$ cat src/sv/ddd_pkg.sv
// Shared types, codes and date helper functions for the date difference block.
package ddd_pkg;

  typedef enum logic [1:0] {
    STATUS_OK         = 2'd0,
    STATUS_FIRST_BAD  = 2'd1,
    STATUS_SECOND_BAD = 2'd2
  } status_e;

  // Year offset from 1951; the accepted window is 1951 to 2050.
  localparam int unsigned YearIdxW = 7;
  localparam int unsigned OrdW     = 16;

  typedef struct packed {
    logic [4:0]  first_day;
    logic [3:0]  first_month;
    logic [13:0] first_year;
    logic [4:0]  second_day;
    logic [3:0]  second_month;
    logic [13:0] second_year;
  } in_item_t;

  typedef struct packed {
    logic [15:0] elapsed_days;
    logic [1:0]  status;
  } out_item_t;

  // One checked date, held between classification and ordinal math.
  typedef struct packed {
    logic [YearIdxW-1:0] yidx;
    logic                leap;
    logic [3:0]          month;
    logic [4:0]          day;
  } date_info_t;

  typedef struct packed {
    status_e    status;
    date_info_t a;
    date_info_t b;
  } front_t;

  // Queue entry: status and both day ordinals.
  typedef struct packed {
    status_e         status;
    logic [OrdW-1:0] ord_a;
    logic [OrdW-1:0] ord_b;
  } qentry_t;

  typedef struct packed {
    logic ok;
    logic [YearIdxW-1:0] yidx;
  } year_t;

  // Raw year to offset from 1951.
  function automatic year_t norm_year(input logic [13:0] raw);
    year_t r;
    r.ok   = 1'b1;
    r.yidx = '0;
    if (raw <= 14'd50) begin
      r.yidx = YearIdxW'(raw + 14'd49);
    end else if (raw <= 14'd99) begin
      r.yidx = YearIdxW'(raw - 14'd51);
    end else if (raw >= 14'd1951 && raw <= 14'd2050) begin
      r.yidx = YearIdxW'(raw - 14'd1951);
    end else begin
      r.ok = 1'b0;
    end
    return r;
  endfunction

  // Within 1951..2050 a year is leap exactly when it is a multiple of 4.
  function automatic logic is_leap(input logic [YearIdxW-1:0] yidx);
    return yidx[1:0] == 2'd1;
  endfunction

  function automatic logic [4:0] month_len(input logic [3:0] month, input logic leap);
    logic [4:0] len;
    case (month)
      4'd2:                      len = leap ? 5'd29 : 5'd28;
      4'd4, 4'd6, 4'd9, 4'd11:   len = 5'd30;
      default:                   len = 5'd31;
    endcase
    return len;
  endfunction

  function automatic logic [8:0] days_before_month(input logic [3:0] month);
    logic [8:0] d;
    case (month)
      4'd1:    d = 9'd0;
      4'd2:    d = 9'd31;
      4'd3:    d = 9'd59;
      4'd4:    d = 9'd90;
      4'd5:    d = 9'd120;
      4'd6:    d = 9'd151;
      4'd7:    d = 9'd181;
      4'd8:    d = 9'd212;
      4'd9:    d = 9'd243;
      4'd10:   d = 9'd273;
      4'd11:   d = 9'd304;
      4'd12:   d = 9'd334;
      default: d = 9'd0;
    endcase
    return d;
  endfunction

  function automatic logic date_ok(input logic [4:0] day, input logic [3:0] month,
                                   input year_t y);
    logic leap;
    leap = is_leap(y.yidx);
    return y.ok && (month inside {[4'd1:4'd12]}) && (day != 5'd0) &&
           (day <= month_len(month, leap));
  endfunction

  // Days since 1951-01-01 plus one; only differences matter.
  function automatic logic [OrdW-1:0] ordinal(input date_info_t di);
    logic [OrdW-1:0] yr_days;
    logic [7:0]      leaps;
    logic [OrdW-1:0] extra;
    yr_days = OrdW'(di.yidx) * OrdW'(365);
    leaps   = ({1'b0, di.yidx} + 8'd2) >> 2;
    extra   = (di.leap && di.month > 4'd2) ? OrdW'(1) : OrdW'(0);
    return yr_days + OrdW'(leaps) + OrdW'(days_before_month(di.month)) +
           OrdW'(di.day) + extra;
  endfunction

endpackage

$ cat src/sv/ddd_front.sv
// Front end: accepts date pairs, classifies them and forms day ordinals.
module ddd_front (
  input  logic              clk_i,
  input  logic              rst_ni,
  input  logic              in_valid_i,
  output logic              in_stall_o,
  input  ddd_pkg::in_item_t in_item_i,
  output logic              push_o,
  input  logic              q_full_i,
  output ddd_pkg::qentry_t  push_data_o
);

  logic            valid_q, valid_d;
  ddd_pkg::front_t item_q, item_d;
  ddd_pkg::year_t  ya, yb;
  logic            ok_a, ok_b, load;

  assign in_stall_o = valid_q & q_full_i;
  assign push_o     = valid_q & ~q_full_i;
  assign load       = in_valid_i & ~in_stall_o;

  always_comb begin
    ya   = ddd_pkg::norm_year(in_item_i.first_year);
    yb   = ddd_pkg::norm_year(in_item_i.second_year);
    ok_a = ddd_pkg::date_ok(in_item_i.first_day, in_item_i.first_month, ya);
    ok_b = ddd_pkg::date_ok(in_item_i.second_day, in_item_i.second_month, yb);

    item_d.a.yidx  = ya.yidx;
    item_d.a.leap  = ddd_pkg::is_leap(ya.yidx);
    item_d.a.month = in_item_i.first_month;
    item_d.a.day   = in_item_i.first_day;
    item_d.b.yidx  = yb.yidx;
    item_d.b.leap  = ddd_pkg::is_leap(yb.yidx);
    item_d.b.month = in_item_i.second_month;
    item_d.b.day   = in_item_i.second_day;
    if (!ok_a) begin
      item_d.status = ddd_pkg::STATUS_FIRST_BAD;
    end else if (!ok_b) begin
      item_d.status = ddd_pkg::STATUS_SECOND_BAD;
    end else begin
      item_d.status = ddd_pkg::STATUS_OK;
    end

    valid_d = load | (valid_q & ~push_o);
  end

  always_ff @(posedge clk_i or negedge rst_ni) begin
    if (!rst_ni) begin
      valid_q <= 1'b0;
    end else begin
      valid_q <= valid_d;
    end
  end

  always_ff @(posedge clk_i) begin
    if (load) begin
      item_q <= item_d;
    end
  end

  always_comb begin
    push_data_o.status = item_q.status;
    push_data_o.ord_a  = ddd_pkg::ordinal(item_q.a);
    push_data_o.ord_b  = ddd_pkg::ordinal(item_q.b);
  end

endmodule

$ cat src/sv/ddd_queue.sv
// Two-entry queue between the front end and the back end.
module ddd_queue (
  input  logic             clk_i,
  input  logic             rst_ni,
  input  logic             push_i,
  input  ddd_pkg::qentry_t push_data_i,
  output logic             full_o,
  input  logic             pop_i,
  output logic             empty_o,
  output ddd_pkg::qentry_t pop_data_o
);

  ddd_pkg::qentry_t entry_q [2];
  logic             wr_ptr_q, wr_ptr_d;
  logic             rd_ptr_q, rd_ptr_d;
  logic [1:0]       count_q, count_d;

  assign full_o     = count_q == 2'd2;
  assign empty_o    = count_q == 2'd0;
  assign pop_data_o = entry_q[rd_ptr_q];

  always_comb begin
    wr_ptr_d = push_i ? ~wr_ptr_q : wr_ptr_q;
    rd_ptr_d = pop_i ? ~rd_ptr_q : rd_ptr_q;
    count_d  = count_q + {1'b0, push_i} - {1'b0, pop_i};
  end

  always_ff @(posedge clk_i or negedge rst_ni) begin
    if (!rst_ni) begin
      wr_ptr_q <= 1'b0;
      rd_ptr_q <= 1'b0;
      count_q  <= 2'd0;
    end else begin
      wr_ptr_q <= wr_ptr_d;
      rd_ptr_q <= rd_ptr_d;
      count_q  <= count_d;
    end
  end

  always_ff @(posedge clk_i) begin
    if (push_i) begin
      entry_q[wr_ptr_q] <= push_data_i;
    end
  end

endmodule

$ cat src/sv/ddd_back.sv
// Back end: absolute ordinal difference into the output register.
module ddd_back (
  input  logic               clk_i,
  input  logic               rst_ni,
  input  logic               q_empty_i,
  input  ddd_pkg::qentry_t   q_data_i,
  output logic               pop_o,
  output logic               out_valid_o,
  input  logic               out_stall_i,
  output ddd_pkg::out_item_t out_item_o
);

  logic               valid_q, valid_d;
  ddd_pkg::out_item_t item_q, item_d;
  logic [15:0]        diff;

  assign pop_o = ~q_empty_i & (~valid_q | ~out_stall_i);

  always_comb begin
    diff = (q_data_i.ord_a >= q_data_i.ord_b) ? q_data_i.ord_a - q_data_i.ord_b
                                              : q_data_i.ord_b - q_data_i.ord_a;
    item_d.status       = q_data_i.status;
    item_d.elapsed_days = (q_data_i.status == ddd_pkg::STATUS_OK) ? diff : 16'd0;
    valid_d             = pop_o | (valid_q & out_stall_i);
  end

  always_ff @(posedge clk_i or negedge rst_ni) begin
    if (!rst_ni) begin
      valid_q <= 1'b0;
    end else begin
      valid_q <= valid_d;
    end
  end

  always_ff @(posedge clk_i) begin
    if (pop_o) begin
      item_q <= item_d;
    end
  end

  assign out_valid_o = valid_q;
  assign out_item_o  = item_q;

endmodule

$ cat src/sv/date_difference_days.sv
// Top level of the date difference block: front end, queue and back end.
//
// Input channel: in_valid_i / in_stall_o carry one date pair per transfer
// (day, month and raw year of two dates). Raw years 0-50 map to 2000+y,
// 51-99 to 1900+y, 1951-2050 stand as they are; anything else is invalid.
// Output channel: out_valid_o / out_stall_i carry one result per input
// transfer: the absolute number of days between the dates and a status
// (ok, first date invalid, second date invalid). Days read zero unless ok.
// Path: an accepted pair loads the classify register, moves from there into
// the queue and from the queue into the output register, whose valid flag
// drives out_valid_o.
// Throughput: one pair per cycle while no stall holds the flow. A full queue
// does not take a push in the cycle it pops, even with a waiting item.
// When the receiver stalls, the output register holds its result, the queue
// fills, and then in_stall_o rises while the front end holds its item.
// Reset (rst_ni low, asynchronous) empties every stage and the queue; no
// results are pending afterwards. There is no configuration.
module date_difference_days (
  input  logic               clk_i,
  input  logic               rst_ni,
  input  logic               in_valid_i,
  output logic               in_stall_o,
  input  ddd_pkg::in_item_t  in_item_i,
  output logic               out_valid_o,
  input  logic               out_stall_i,
  output ddd_pkg::out_item_t out_item_o
);

  logic             push, q_full, pop, q_empty;
  ddd_pkg::qentry_t push_data, pop_data;

  // Range checks, leap year and day ordinals.
  ddd_front u_front (
    .clk_i       (clk_i),
    .rst_ni      (rst_ni),
    .in_valid_i  (in_valid_i),
    .in_stall_o  (in_stall_o),
    .in_item_i   (in_item_i),
    .push_o      (push),
    .q_full_i    (q_full),
    .push_data_o (push_data)
  );

  // Decouples front-end progress from output stalls.
  ddd_queue u_queue (
    .clk_i       (clk_i),
    .rst_ni      (rst_ni),
    .push_i      (push),
    .push_data_i (push_data),
    .full_o      (q_full),
    .pop_i       (pop),
    .empty_o     (q_empty),
    .pop_data_o  (pop_data)
  );

  // Absolute difference and result register.
  ddd_back u_back (
    .clk_i       (clk_i),
    .rst_ni      (rst_ni),
    .q_empty_i   (q_empty),
    .q_data_i    (pop_data),
    .pop_o       (pop),
    .out_valid_o (out_valid_o),
    .out_stall_i (out_stall_i),
    .out_item_o  (out_item_o)
  );

endmodule
$ cat config.mk
export PLATFORM = sky130hd
export DESIGN_NAME = date_difference_days
export DESIGN_NICKNAME = d
export VERILOG_FILES = /design/src/sv/ddd_pkg.sv /design/src/sv/ddd_front.sv /design/src/sv/ddd_queue.sv /design/src/sv/ddd_back.sv /design/src/sv/date_difference_days.sv
export SDC_FILE = /design/constraint.sdc
export NUM_CORES = 1
export LEC_CHECK = 0
export ABC_AREA = 0
export BUFFER_PORTS_ARGS = -buffer_cell sky130_fd_sc_hd__buf_2
export CORE_MARGIN = 2
export CORE_UTILIZATION = 40
export DETAILED_ROUTE_END_ITERATION = 8
export PLACE_DENSITY = 0.67
export REMOVE_ABC_BUFFERS = 1
export SKIP_LAST_GASP = 1
export SLEW_MARGIN = 20
export SYNTH_ARGS = -nofsm -noshare
export SYNTH_HDL_FRONTEND = slang
export SYNTH_SLANG_ARGS = --single-unit
$ cat constraint.sdc
create_clock -name clk_i -period 11.4 [get_ports clk_i]
set_clock_uncertainty 0.2 [all_clocks]
set_input_delay 2.85 -clock clk_i [delete_from_list [all_inputs] [get_ports clk_i]]
set_output_delay 2.85 -clock clk_i [all_outputs]
set_load 0.01 [all_outputs]
## Word-level counts from Yosys, hierarchy flattened

Memories as Yosys holds them, arrays and structs flattened. A register that Yosys moved wholly into a read port is not among the register bits.
Cells that the tools add are included.

- $add $sub $neg: 20
- $mul: 2
- Magnitude comparators: 17
- Equality and inequality tests: 13
- Muxes and demuxes: 24
- Bitwise operators: 17
- Reduce and logical (&&, ||, !) cells: 18

Operator list:

| kind | number |
|---|---|
| $mux 7 | 6 |
| $add 16x16->16 | 2 |
| $add 16x5->16 | 2 |
| $add 16x6->16 | 2 |
| $add 16x9->16 | 2 |
| $mul 7x9->16 const B | 2 |
| $sub 16x16->16 | 2 |
| $ge 14x11->1 const B | 2 |
| $le 14x12->1 const B | 2 |
| $le 14x6->1 const B | 2 |
| $le 14x7->1 const B | 2 |
| $pmux 5 s2 | 2 |
| $add 7x2->8 const B | 2 |
| $eq 4x3->1 const B | 4 |
| $eq 4x4->1 const B | 4 |
| $ge 16x16->1 | 1 |
| $mux 16 | 1 |
| $add 7x6->7 const B | 2 |
| $sub 7x5->7 const B | 2 |
| $sub 7x6->7 const B | 2 |
| $logic_and 1x1->1 | 12 |
| $mux 1 | 12 |
| $le 5x5->1 | 2 |
| $reduce_bool 5->1 | 2 |
| 15 further kinds | 37 |

- Register bits after elaboration: 60
- Bits in writable memories: 68
- ROM bits: 288
- Logic and storage cells: 130
- Memories kept: 3

Memory list:

| memory | depth | width | rd ports | clocked after Yosys merged registers in | write ports | RTL line | source |
|---|---|---|---|---|---|---|---|
| (no name shown) | 16 | 9 | 1 | 1 | 0 | ddd_pkg.sv:88 | `case (month)` |
| (no name shown) | 16 | 9 | 1 | 1 | 0 | ddd_pkg.sv:88 |  |
| u_queue.entry_q | 2 | 34 | 1 | 0 | 1 | ddd_queue.sv:13 | `ddd_pkg::qentry_t entry_q [2];` |

## Depth between registers and ports, before layout

- Depth after elaboration: 11
- Gate-level depth with buffers: 20
- Mapped depth without buffers: 20

## By module

From an unflattened synthesis, not the netlist that was laid out.

- Cells, all modules: 1197
- Area total of the unflattened synthesis: 12644.6 um^2

Modules (own cells, without submodules):

| module | times used | cells an instance | area an instance (um^2) |
|---|---|---|---|
| ddd_front | 1 | 801 | 7517.2 |
| ddd_queue | 1 | 121 | 2801.4 |
| ddd_back | 1 | 275 | 2326.0 |

## Least setup slack after synthesis

OpenSTA, ideal clock, no wires.

- Kind: input port to flip-flop
- Start: input in_item_i[30] (netlist name)
- End: register u_front.item_q, in the netlist u_front.push_data_o[32] (data pin)
- Data arrival time: 5.458 ns
- Required time: 10.931 ns
- Setup slack: 5.473 ns
- Stages on the path: 12
- Cell sequence: or4_4 -> or4_4 -> a31o_2 -> and2_1 -> nor2_1 -> nand2_1 -> a221oi_1 -> ha_1 -> inv_1 -> a21oi_1 -> a211oi_1 -> a2111o_1

RTL lines:

| what | RTL line | source |
|---|---|---|
| from (decl) | date_difference_days.sv:23 | `input ddd_pkg::in_item_t in_item_i,` |
| to (signal assigned) | ddd_front.sv:57 | `item_q <= item_d;` |
| to (decl) | ddd_front.sv:14 | `ddd_pkg::front_t item_q, item_d;` |

==> flow_metrics.env <==
export IMPL_final_period_utilization_pct=51.6
export IMPL_cts_resized=0
export IMPL_antenna_cells=0
export IMPL_ctsRootBufferMaster="clkbuf_16"
export IMPL_cts_buffers=17
export IMPL_final_cell_mix="inv_1, ha_1, edfxtp_1"
export IMPL_path_buf_inv=2
export IMPL_first_global_vias=8004
export IMPL_dpl_hpwl_um=18700
export IMPL_fmax_ghz=0.170
export IMPL_clock_latency_ps=420
export IMPL_drtPass1Iterations=5
export IMPL_htree_levels=4
export IMPL_via_per_inst=5.03
export IMPL_drive_gt1_share_pct=10.0
export IMPL_postCtsSetupBuffers=0
export IMPL_finalCriticalPeriod_ps=5880
export IMPL_drcViolationCount=0
export IMPL_routed_wirelength_um=23300
export IMPL_synth_edff_count=122
export IMPL_initialDrtViolationCount=616
export IMPL_place_congestion=0.863
export IMPL_cts_hold_buffers_added=0
export IMPL_dominantRegCellSynth="edfxtp_1"
export IMPL_critPathKind="in -> reg"
export IMPL_fp_dieArea_um2=31900
export IMPL_yosysWarnings=0
export IMPL_dieHeight_um=179
export IMPL_grt_pass1_wl_um=39000
export IMPL_die_w_um=179
export IMPL_fin_nets=1532
export IMPL_synth_seq_cells=146
export IMPL_critical_path_most_common_cell="or4_4"
export IMPL_hold_class="reg -> reg"
export IMPL_syn_avg_cell_area_um2=10.3
export IMPL_grt_max_degree=37
export IMPL_maxCapViolCount=0
export IMPL_yosysTopAreaCell="edfxtp_1"
export IMPL_setup_viol=0
export IMPL_ys_top_cells_by_area="edfxtp_1, ha_1, fa_1"
export IMPL_io_pins=70
export IMPL_status="complete, no violations"
export IMPL_clock_path_buffers=2
export IMPL_cp_max_fo=5
export IMPL_hold_violations=0
export IMPL_vias=8262
export IMPL_area_growth_synth_to_final_pct=11.0
export IMPL_ys_seq_area_share_pct=34.3
export IMPL_worst_setup_path_start_kind="input pin"
export IMPL_syn_area_um2=12200
export IMPL_cts_reportedPaths_clkPinSlew_ps=60
export IMPL_initial_core_util_pct=40.9
export IMPL_crit_path_cell_trace="buf_2 -> or4_4 -> or4_4 -> a31o_2 -> and2_1 -> nor2_1 -> nand2_1 -> a221oi_1 -> ha_1 -> inv_1 -> a21oi_1 -> a211oi_1 -> a2111o_1"
export IMPL_rows=63
export IMPL_cp_data_required_time_ps=11350
export IMPL_slew_headroom_pct=29.7
export IMPL_slew_violations=0
export IMPL_routedWlPerCell_um=14.2
export IMPL_synth_cell_types=65
export IMPL_path_delay_family="simple AND/OR/NAND/NOR gates"
export IMPL_final_common_cell="inv_1"
export IMPL_worstPathArrival_ps=5830
export IMPL_tritoncts="done"
export IMPL_cts_sinks=146
export IMPL_synth_top_area_share_pct=30.1
export IMPL_crit_slowest_cell="or4_4"
export IMPL_fin_setup_tns_ps=0
export IMPL_portBuffers=69
export IMPL_coreArea_um2=29800
export IMPL_rsz0062_at_grt="no"
export IMPL_crit_path_end_kind="flop"
export IMPL_drtAntennaViolNets=0
export IMPL_grt_overflow_total=0
export IMPL_worst_slew_pin_slew_ps=1050
export IMPL_antenna_found_initial=0
export IMPL_synth_cells=1179
export IMPL_async_flop_share_pct=4.11
export IMPL_grt_util_all_layers_pct=15.3
export IMPL_slowest_delay_ps=530
layout make-up:
cell class / count / area (µm²)
clock buffer: 20 / 437
clock inverter: 12 / 158
fill: 2771 / 16300
inverter: 188 / 706
multi-input combinational: 816 / 7190
sequential: 146 / 4180
tap: 390 / 488
timing repair buffer: 72 / 368
cell usage after synthesis, types with 18 or more instances:
cell type    n
inv_1      188
ha_1       173
edfxtp_1   122
nand2_1     79
fa_1        68
a21oi_1     63
o21ai_0     59
mux2i_1     51
nor2_1      49
xnor2_1     29
clkbuf_1    24
dfxtp_1     18
stage by stage:
step / utilization [%] / cells / cell area [µm²] / hold slack [ps] / worst slack [ps]
6_report: 45.4 / 1644 / 13500 / 287 / 5520
5_1_grt: 45.4 / 1644 / 13500 / 306 / 5280
4_1_cts: 45.4 / 1644 / 13500 / 288 / 5530
3_5_place_dp: 43.4 / 1612 / 12900 / 277 / 5090
3_3_place_gp: 43.4 / 1612 / 12900 / 265 / 5160
2_1_floorplan: - / 1150 / 12100 / 221 / 5470
worst paths after layout:
path	startpoint	end	slack, ps	depth (start not counted)
min in group asynchronous	rst_ni	u_front.valid_q	2040	1
worst min-delay path	u_front.push_data_o[32]	u_queue.entry_q[1][32]	290	0
worst max register to register	u_front.item_q[13]	u_queue.entry_q[0][15]	5670	19
worst max-delay path	in_item_i[30]	u_front.push_data_o[32]	5520	13
worst min register to register	u_front.push_data_o[32]	u_queue.entry_q[1][32]	290	0
max in group asynchronous	rst_ni	u_queue.rd_ptr_q	8800	1
layer usage:
metal	wire length [µm]	vias to the layer above	GRT usage (%)
met5	0	-	0
met4	427	0	4.71
met3	849	20	2.34
met2	10500	155	24.9
met1	11500	3836	21.2
li1	-	4251	-
worst register-to-register path, cell delays in order (launching register included):
cell	delay, ps
edfxtp_1	490
ha_1	300
nand2_1	90
xor2_1	160
fa_1	480
inv_1	40
ha_1	290
ha_1	280
inv_1	50
fa_1	490
fa_1	510
inv_1	70
fa_1	470
a21o_1	180
a21oi_1	220
o21bai_1	140
o211a_1	260
o21ai_0	390
nor2_1	100
a211oi_1	310
cell families after synthesis:
group	after synthesis	share of synthesized area (%)
fa+ha+maj	241	28.9
xor+xnor	45	3.24
compound gates	230	12.0
simple gates	241	9.79
flops	146	34.3
mux	59	4.93
buf+inv	217	6.82
Power is not shown: default switching activity piles up to over one toggle a cycle in this logic, so the estimate is an artifact.
